`src/sv/iac_pkg.sv`:
```
`timescale 1ns / 1ps

package iac_pkg;

  localparam int unsigned InWidth  = 72;
  localparam int unsigned OutWidth = 40;

  typedef enum logic [2:0] {
    CFG_AUTH_UID   = 3'd0,
    CFG_NEAR_LIMIT = 3'd1,
    CFG_FAR_LIMIT  = 3'd2,
    CFG_DARK_THR   = 3'd3,
    CFG_AUTH_TICKS = 3'd4,
    CFG_COOL_TICKS = 3'd5
  } cfg_index_e;

  typedef enum logic [2:0] {
    STAT_OFF    = 3'd0,
    STAT_AUTH   = 3'd1,
    STAT_ALARM  = 3'd2,
    STAT_DOOR   = 3'd3,
    STAT_OBJECT = 3'd4,
    STAT_READY  = 3'd5
  } disp_status_e;

  typedef enum logic [1:0] {
    ECHO_OK        = 2'd0,
    ECHO_NO_START  = 2'd1,
    ECHO_TOO_LONG  = 2'd2,
    ECHO_UNDEFINED = 2'd3
  } echo_status_e;

  localparam logic [2:0] SndArm     = 3'b001;
  localparam logic [2:0] SndDisarm  = 3'b010;
  localparam logic [2:0] SndConfirm = 3'b100;

  localparam logic [15:0] BarLow  = 16'h00FF;
  localparam logic [15:0] BarHigh = 16'hFF00;

  localparam logic [31:0] UidReset       = 32'd213521323;
  localparam logic [14:0] NearReset      = 15'd500;
  localparam logic [14:0] FarReset       = 15'd20000;
  localparam logic [15:0] DarkReset      = 16'd30;
  localparam logic [7:0]  AuthTicksReset = 8'd100;
  localparam logic [7:0]  CoolTicksReset = 8'd30;

  // (x + 9) / 10 as ((x + 9) * 205) >> 11, exact for x + 9 below 1029
  localparam logic [8:0]  SecRound = 9'd9;
  localparam logic [16:0] SecRecip = 17'd205;

  typedef struct packed {
    logic [15:0] light_level;
    logic        door_open;
    logic [14:0] echo_width;
    logic [1:0]  echo_status;
    logic [31:0] card_uid;
    logic        card_present;
    logic        joy_center;
    logic        joy_active;
  } in_item_t;

  typedef struct packed {
    logic        invert_display;
    logic [4:0]  auth_seconds;
    logic [2:0]  display_status;
    logic        refresh;
    logic [2:0]  sound_mask;
    logic        motion_seen;
    logic [15:0] led_bar;
    logic        alarm_active;
    logic        authorized_now;
    logic        armed_now;
  } out_item_t;

endpackage

```
`src/sv/intrusion_alarm_controller_unit.sv`:
```
`timescale 1ns / 1ps

// Alarm panel controller, one item per 100 ms tick. An accepted item is held
// in an input register; from there flag and counter logic updates the panel
// state and loads the result register. A new item is taken in every cycle
// while results are taken; each result is offered from the result register,
// and the input stage waits only while the result register is full and not
// taken. The user must write configuration registers only while the block is
// idle; the block itself does not enforce this. The phase periods for motion
// sampling, light checks and display redraw are module parameters.
module intrusion_alarm_controller_unit #(
  parameter int unsigned MOTION_PERIOD  = 3,
  parameter int unsigned LIGHT_PERIOD   = 31,
  parameter int unsigned DISPLAY_PERIOD = 6
) (
  input  logic        clk_i,
  input  logic        rst_ni,
  input  logic        s_axis_tvalid_i,
  output logic        s_axis_tready_o,
  // joy_active, joy_center, card_present, card_uid[31:0], echo_status[1:0],
  // echo_width[14:0], door_open, light_level[15:0], zero pad
  input  logic [iac_pkg::InWidth-1:0]  s_axis_tdata_i,
  output logic        m_axis_tvalid_o,
  input  logic        m_axis_tready_i,
  // armed_now, authorized_now, alarm_active, led_bar[15:0], motion_seen,
  // sound_mask[2:0], refresh, display_status[2:0], auth_seconds[4:0],
  // invert_display, zero pad
  output logic [iac_pkg::OutWidth-1:0] m_axis_tdata_o,
  input  logic        cfg_we_i,
  input  logic [2:0]  cfg_index_i,
  input  logic [31:0] cfg_data_i
);

  localparam int unsigned MpW = (MOTION_PERIOD > 1) ? $clog2(MOTION_PERIOD) : 1;
  localparam int unsigned LpW = (LIGHT_PERIOD > 1) ? $clog2(LIGHT_PERIOD) : 1;
  localparam int unsigned DpW = (DISPLAY_PERIOD > 1) ? $clog2(DISPLAY_PERIOD) : 1;
  localparam logic [MpW-1:0] MotionLast  = MpW'(MOTION_PERIOD - 1);
  localparam logic [LpW-1:0] LightLast   = LpW'(LIGHT_PERIOD - 1);
  localparam logic [DpW-1:0] DisplayLast = DpW'(DISPLAY_PERIOD - 1);

  logic [31:0] uid_q;
  logic [14:0] near_q, far_q;
  logic [15:0] dark_q;
  logic [7:0]  auth_ticks_q, cool_ticks_q;

  logic               in_valid_q, out_valid_q;
  iac_pkg::in_item_t  in_q;
  iac_pkg::out_item_t out_q, out_d;
  logic               advance;

  logic           armed_q, armed_d;
  logic           authorized_q, authorized_d;
  logic           card_seen_q, card_seen_d;
  logic [7:0]     auth_left_q, auth_left_d;
  logic           motion_q, motion_d;
  logic [7:0]     cool_left_q, cool_left_d;
  logic           latched_q, latched_d;
  logic [MpW-1:0] motion_ph_q, motion_ph_d;
  logic [LpW-1:0] light_ph_q, light_ph_d;
  logic [DpW-1:0] disp_ph_q, disp_ph_d;
  logic           inverted_q, inverted_d;
  logic           bar_q, bar_d;

  logic        match, alarm_on, in_range;
  logic [16:0] sec_prod;

  // Configuration registers
  always_ff @(posedge clk_i or negedge rst_ni) begin
    if (!rst_ni) begin
      uid_q        <= iac_pkg::UidReset;
      near_q       <= iac_pkg::NearReset;
      far_q        <= iac_pkg::FarReset;
      dark_q       <= iac_pkg::DarkReset;
      auth_ticks_q <= iac_pkg::AuthTicksReset;
      cool_ticks_q <= iac_pkg::CoolTicksReset;
    end else if (cfg_we_i) begin
      unique case (cfg_index_i)
        iac_pkg::CFG_AUTH_UID:   uid_q        <= cfg_data_i;
        iac_pkg::CFG_NEAR_LIMIT: near_q       <= cfg_data_i[14:0];
        iac_pkg::CFG_FAR_LIMIT:  far_q        <= cfg_data_i[14:0];
        iac_pkg::CFG_DARK_THR:   dark_q       <= cfg_data_i[15:0];
        iac_pkg::CFG_AUTH_TICKS: auth_ticks_q <= cfg_data_i[7:0];
        iac_pkg::CFG_COOL_TICKS: cool_ticks_q <= cfg_data_i[7:0];
        default: ;
      endcase
    end
  end

  assign advance         = in_valid_q && (!out_valid_q || m_axis_tready_i);
  assign s_axis_tready_o = !in_valid_q || advance;
  assign m_axis_tvalid_o = out_valid_q;
  assign m_axis_tdata_o  = {{(iac_pkg::OutWidth - $bits(iac_pkg::out_item_t)){1'b0}}, out_q};

  always_comb begin
    armed_d      = armed_q;
    authorized_d = authorized_q;
    card_seen_d  = card_seen_q;
    auth_left_d  = auth_left_q;
    motion_d     = motion_q;
    cool_left_d  = cool_left_q;
    latched_d    = latched_q;
    motion_ph_d  = motion_ph_q;
    light_ph_d   = light_ph_q;
    disp_ph_d    = disp_ph_q;
    inverted_d   = inverted_q;
    bar_d        = bar_q;
    out_d        = '0;
    match        = 1'b0;
    in_range     = 1'b0;
    sec_prod     = '0;

    if (in_q.joy_active || in_q.joy_center) begin
      if (in_q.joy_center) begin
        out_d.sound_mask = armed_q ? iac_pkg::SndDisarm : iac_pkg::SndArm;
        armed_d      = !armed_q;
        authorized_d = 1'b0;
        motion_d     = 1'b0;
        cool_left_d  = '0;
        latched_d    = 1'b0;
      end
      disp_ph_d = '0;
    end

    if (light_ph_q >= LightLast) begin
      light_ph_d = '0;
      inverted_d = in_q.light_level <= dark_q;
    end else begin
      light_ph_d = light_ph_q + 1'b1;
    end

    if (armed_d) begin
      match = in_q.card_present && (in_q.card_uid == uid_q);
      if (match && !card_seen_q) begin
        authorized_d = 1'b1;
        auth_left_d  = auth_ticks_q;
        motion_d     = 1'b0;
        cool_left_d  = '0;
        latched_d    = 1'b0;
        out_d.sound_mask = out_d.sound_mask | iac_pkg::SndConfirm;
        disp_ph_d    = '0;
      end
      card_seen_d = match;

      if (authorized_d && auth_left_d != '0) begin
        auth_left_d = auth_left_d - 8'd1;
        if (auth_left_d == '0) begin
          authorized_d = 1'b0;
          disp_ph_d    = '0;
        end
      end

      if (motion_ph_q >= MotionLast) begin
        motion_ph_d = '0;
        in_range = (in_q.echo_status == iac_pkg::ECHO_OK) &&
                   (in_q.echo_width >= near_q) && (in_q.echo_width < far_q);
        if (in_range) begin
          motion_d    = 1'b1;
          cool_left_d = cool_ticks_q;
          if (!authorized_d) latched_d = 1'b1;
          disp_ph_d   = '0;
        end
      end else begin
        motion_ph_d = motion_ph_q + 1'b1;
      end

      if (in_q.door_open && !authorized_d && !latched_d) begin
        latched_d = 1'b1;
        disp_ph_d = '0;
      end

      if (cool_left_d != '0) begin
        cool_left_d = cool_left_d - 8'd1;
        if (cool_left_d == '0) begin
          motion_d  = 1'b0;
          disp_ph_d = '0;
        end
      end
    end else begin
      authorized_d = 1'b0;
      motion_d     = 1'b0;
      cool_left_d  = '0;
      latched_d    = 1'b0;
      card_seen_d  = 1'b0;
      auth_left_d  = '0;
      motion_ph_d  = '0;
    end

    if (disp_ph_d >= DisplayLast) begin
      disp_ph_d     = '0;
      out_d.refresh = 1'b1;
      if (!armed_d) begin
        out_d.display_status = iac_pkg::STAT_OFF;
      end else if (authorized_d) begin
        out_d.display_status = iac_pkg::STAT_AUTH;
        sec_prod = (17'({1'b0, auth_left_d}) + 17'(iac_pkg::SecRound)) * iac_pkg::SecRecip;
        out_d.auth_seconds = sec_prod[15:11];
      end else if (latched_d) begin
        out_d.display_status = iac_pkg::STAT_ALARM;
      end else if (in_q.door_open) begin
        out_d.display_status = iac_pkg::STAT_DOOR;
      end else if (motion_d && cool_left_d != '0) begin
        out_d.display_status = iac_pkg::STAT_OBJECT;
      end else begin
        out_d.display_status = iac_pkg::STAT_READY;
      end
    end else begin
      disp_ph_d = disp_ph_d + 1'b1;
    end

    alarm_on = armed_d && !authorized_d && latched_d;
    if (alarm_on) begin
      out_d.led_bar = bar_q ? iac_pkg::BarHigh : iac_pkg::BarLow;
      bar_d = !bar_q;
    end else begin
      bar_d = 1'b0;
    end

    out_d.armed_now      = armed_d;
    out_d.authorized_now = authorized_d;
    out_d.alarm_active   = alarm_on;
    out_d.motion_seen    = motion_d && cool_left_d != '0;
    out_d.invert_display = inverted_d;
  end

  always_ff @(posedge clk_i or negedge rst_ni) begin
    if (!rst_ni) begin
      in_valid_q   <= 1'b0;
      out_valid_q  <= 1'b0;
      armed_q      <= 1'b0;
      authorized_q <= 1'b0;
      card_seen_q  <= 1'b0;
      auth_left_q  <= '0;
      motion_q     <= 1'b0;
      cool_left_q  <= '0;
      latched_q    <= 1'b0;
      motion_ph_q  <= '0;
      light_ph_q   <= LightLast;
      disp_ph_q    <= '0;
      inverted_q   <= 1'b0;
      bar_q        <= 1'b0;
    end else begin
      if (s_axis_tready_o) in_valid_q <= s_axis_tvalid_i;
      if (advance) begin
        out_valid_q <= 1'b1;
      end else if (m_axis_tready_i) begin
        out_valid_q <= 1'b0;
      end
      if (advance) begin
        armed_q      <= armed_d;
        authorized_q <= authorized_d;
        card_seen_q  <= card_seen_d;
        auth_left_q  <= auth_left_d;
        motion_q     <= motion_d;
        cool_left_q  <= cool_left_d;
        latched_q    <= latched_d;
        motion_ph_q  <= motion_ph_d;
        light_ph_q   <= light_ph_d;
        disp_ph_q    <= disp_ph_d;
        inverted_q   <= inverted_d;
        bar_q        <= bar_d;
      end
    end
  end

  always_ff @(posedge clk_i) begin
    if (s_axis_tvalid_i && s_axis_tready_o) begin
      in_q <= s_axis_tdata_i[$bits(iac_pkg::in_item_t)-1:0];
    end
    if (advance) out_q <= out_d;
  end

  a_alarm_needs_armed: assert property (@(posedge clk_i) disable iff (!rst_ni)
    out_valid_q && out_q.alarm_active |-> out_q.armed_now && !out_q.authorized_now)
    else $error("alarm shown while disarmed or authorized");

  a_bar_follows_alarm: assert property (@(posedge clk_i) disable iff (!rst_ni)
    out_valid_q |-> ((out_q.led_bar == '0) == !out_q.alarm_active))
    else $error("led bar out of step with alarm");

  a_seconds_only_auth: assert property (@(posedge clk_i) disable iff (!rst_ni)
    out_valid_q && out_q.auth_seconds != '0 |->
      out_q.refresh && out_q.display_status == iac_pkg::STAT_AUTH)
    else $error("auth seconds outside an authorized redraw");

  a_disarmed_clear: assert property (@(posedge clk_i) disable iff (!rst_ni)
    !armed_q |-> !authorized_q && !latched_q && auth_left_q == '0 && cool_left_q == '0)
    else $error("activity state left while disarmed");

  a_result_held: assert property (@(posedge clk_i) disable iff (!rst_ni)
    out_valid_q && !m_axis_tready_i |=> out_valid_q && $stable(out_q))
    else $error("stalled result changed");

endmodule
```
`config.mk`:
```
export PLATFORM = sky130hd
export DESIGN_NAME = intrusion_alarm_controller_unit
export DESIGN_NICKNAME = d
export VERILOG_FILES = /design/src/sv/iac_pkg.sv /design/src/sv/intrusion_alarm_controller_unit.sv
export SDC_FILE = /design/constraint.sdc
export NUM_CORES = 1
export LEC_CHECK = 0
export BUFFER_PORTS_ARGS = -buffer_cell sky130_fd_sc_hd__buf_2
export CAP_MARGIN = 15
export CORE_ASPECT_RATIO = 1.75
export CORE_MARGIN = 4
export CORE_UTILIZATION = 40
export DETAILED_ROUTE_END_ITERATION = 16
export GPL_TIMING_DRIVEN = 0
export SLEW_MARGIN = 20
export SYNTH_ARGS = -nofsm -noshare
export SYNTH_HDL_FRONTEND = slang
export SYNTH_SLANG_ARGS = --single-unit
```
`constraint.sdc`:
```
create_clock -name clk_i -period 12.96 [get_ports clk_i]
set_input_delay 0.648 -clock clk_i [delete_from_list [all_inputs] [get_ports clk_i]]
set_output_delay 0.648 -clock clk_i [all_outputs]
set_load 0.01 [all_outputs]
```
==> impl_metrics.tcl <==
set metrics [dict create \
    post-route-period-util_pct 69.96 \
    cts_setup_buffers 0 \
    ctsHoldBuffers 0 \
    stdcell_area_um2 14160 \
    yosys-top-cells-area "edfxtp_1 22%, dfrtp_1 18%, ha_1 10%" \
    path_depth 35 \
    slew_violations 0 \
    synth_ff_type "edfxtp_1" \
    most-common-layout-cells "142 x buf_2, 99 x nand2_1, 99 x ha_1" \
    die_w_um 139.7 \
    clock_sinks 217 \
    hp-class "in2async" \
    path_class "reg2reg" \
    crit_arrival_ns 9.35 \
    ant_nets 0 \
    slowest_delay_ns 0.59 \
    fp.dieH_um 238.4 \
    synthCells 1067 \
    clockRootBuffer "clkbuf_16" \
    syn_area_per_cell_um2 11.37 \
    layout_commonest_cell "buf_2" \
    viasPerCell 5.110 \
    yosys.area.top_type_share_pct 21.78 \
    first_pass_iters 5 \
    worstReg2RegEnd "m_axis_tdata_o[30]$_SDFFCE_PN0P_" \
    die-area_um2 33290 \
    vias 8396 \
    antenna_cells 0 \
    grt_pass1_vias 8722 \
    grt_max_degree 93 \
    nets 1464 \
    async_flop_share_pct 59.45 \
    tritoncts "built" \
    dpl-instance-area_um2 13410 \
    dp_hpwl_mm 21.83 \
    rsz0062_at_grt "false" \
    timing_hold_violations_final 0 \
    clk_latency_ns 0.52 \
    overflow 0 \
    maxSlewHeadroom_pct 37.39 \
    cp_top_family "adder cells" \
    reg2reg_slack_ns 3.89 \
    crit_buf_inv 8 \
    post_route_cells_drive_above_1_share_pct 27.79 \
    cp-start-kind "flip-flop" \
    vdd_drop_max_mv 0.1200 \
    fmax_ghz 0.1103 \
    cp_slowest_cell "o41ai_1" \
    synth_seq_cells 217 \
    fillCellCount 2792 \
    synth_cell_type_count 90 \
    port_buffers 141 \
    synth_edf_count 88 \
    power.leakage_nw 6.324 \
    wl_mm 28.01 \
    path_clk_slew_ns 0.07 \
    post_cts_resized 0 \
    grt_pass1_wl_mm 45.13 \
    crit_top_cell "inv_1" \
    worstReg2RegStart "uid_q[15]$_DFFE_PN0P_" \
    stdcell_count 1643 \
    drc 0 \
    cts_made_buffers 22 \
    required_ns 13.24 \
    reg2reg_depth 35 \
    finClkSkew_ns 0.02254 \
    setup.worst_path.end "m_axis_tdata_o[30]$_SDFFCE_PN0P_" \
    htreeDepth 1 \
    startpoint "uid_q[15]$_DFFE_PN0P_" \
    setup_tns_ns 0 \
    p_per_area_nw_per_um2 147.2 \
    synth_top_cell_by_area "edfxtp_1" \
    endpoint_kind "flip-flop" \
    clk_path_buf_depth 3 \
    cp_max_fo 10 \
    place_inst 1603 \
    core_area_um2 29950 \
    gp_congestion 0.8621 \
    initial_core_util_pct 40.51 \
    syn_area_um2 12130 \
    synth-seq-area-share_pct 48.81 \
    io_pins 154 \
    yosysWarnings 0 \
    cap_violations 0 \
    final.min_clock_period_ns 9.066 \
    wire_per_inst_um 17.05 \
    synthToLayoutAreaGrowth_pct 16.71 \
    drtIter0Drc 430 \
    status "finished clean" \
    power_w 0.002084 \
    rows 84 \
    tightest_slew_ns 0.9372 \
    antenna_found_initial 3 \
    setup_viol 0 \
    track_usage_pct 16.84 \
]
[through the flow]
stage                     setup WS (ns)  hold slack, ns  util [%]
final                             3.894        0.008059     47.27
after global routing              3.177         0.01162     47.27
after CTS                         3.730        0.006102     47.26
after detailed placement          3.717          0.4797     44.75
after global placement            3.764          0.4608     44.55
after floorplan                   5.057          0.3524         -
[cells in the mapped netlist (3+ instances only)]
library cell / n
ha_1: 99
nand2_1: 99
inv_1: 90
dfrtp_1: 88
edfxtp_1: 88
o21ai_0: 72
mux2_2: 68
dfstp_2: 41
nor2_1: 39
a21oi_1: 36
xor2_1: 36
xnor2_1: 29
buf_4: 22
clkbuf_1: 22
nor3_1: 18
mux2i_1: 15
nand4_1: 15
fa_1: 13
o31ai_1: 11
nand3_1: 10
nor2b_1: 10
nand2b_1: 9
and2_1: 8
a31oi_1: 7
nor4_1: 7
a21o_1: 6
a22oi_1: 6
a211oi_1: 5
or3_1: 5
a22o_1: 4
o21a_1: 4
or2_2: 4
and3_1: 3
buf_6: 3
nand3b_1: 3
nor3b_1: 3
o21ai_1: 3
[worst reg2reg max path, delay by kind of cell, from the launching register on]
| family | cells | cell delay [ns] |
|---|---|---|
| AOI/OAI and AO/OA | 7 | 1.73 |
| xor gates and xnor gates | 2 | 0.54 |
| adders and majority gates | 7 | 2.61 |
| buffers and inverters | 8 | 0.74 |
| DFF | 1 | 0.39 |
| muxes | 3 | 0.80 |
| and+or+nand+nor | 8 | 2.04 |
[flip-flops by register name, summed over array words and instances (netlist names), 2 cells and up]
signal          count
near_q             15
motion_ph_q         2
cool_left_q         8
far_q              15
in_q               69
light_ph_q          5
dark_q             16
auth_left_q         8
auth_ticks_q        8
cool_ticks_q        8
m_axis_tdata_o     19
uid_q              32
disp_ph_q           3
[metal layers]
layer	track usage [%]	routed length (µm)
met5	0	41
met1	17.69	10200
met2	33.68	15680
met4	4.496	573
met3	3.248	1509
[power by group]
group	total [W]	leakage, nW	internal (W)	switching, W
Sequential	0.000940	2.38	0.000858	0.0000816
Clock	0.000659	0.361	0.000381	0.000279
Combinational	0.000486	3.58	0.000219	0.000266
Total	0.00208	6.32	0.00146	0.000627
[kinds of logic after synthesis]
| logic type | Yosys count | synth area share, % |
|---|---|---|
| mux | 84 | 7.662 |
| compound gates | 192 | 10.49 |
| simple gates | 253 | 10.65 |
| flops | 217 | 48.81 |
| other cells | 1 | 0.03091 |
| buf+inv | 143 | 5.311 |
| fa+ha+maj | 112 | 12.35 |
| xor+xnor | 65 | 4.692 |
[layout make-up]
type / instances / area (µm²) / area share (%)
multi-input combinational: 713 / 5597 / 39.52
timing repair buffer: 143 / 763.2 / 5.390
inverter: 92 / 345.3 / 2.439
sequential: 217 / 5922 / 41.82
clock buffer: 28 / 614.3 / 4.339
buffer: 51 / 299.0 / 2.112
clock inverter: 12 / 135.1 / 0.9543
tap: 387 / 484.2 / 3.420
[worst min-delay path by stage]
stage / slack, ns / from / endpoint / depth (start not counted)
6_report: 0.008 / rst_ni / uid_q[22]$_DFFE_PN0P_ / 1
5_1_grt: 0.01 / rst_ni / uid_q[22]$_DFFE_PN0P_ / 1
4_1_cts: 0.006 / rst_ni / uid_q[28]$_DFFE_PN0P_ / 1
3_5_place_dp: 0.48 / motion_q$_DFFE_PN0P_ / motion_q$_DFFE_PN0P_ / 2
3_3_place_gp: 0.46 / motion_q$_DFFE_PN0P_ / motion_q$_DFFE_PN0P_ / 2
2_1_floorplan: 0.35 / rst_ni / armed_q$_DFFE_PN0P_ / 0
Power figures use the tool's default switching activity.
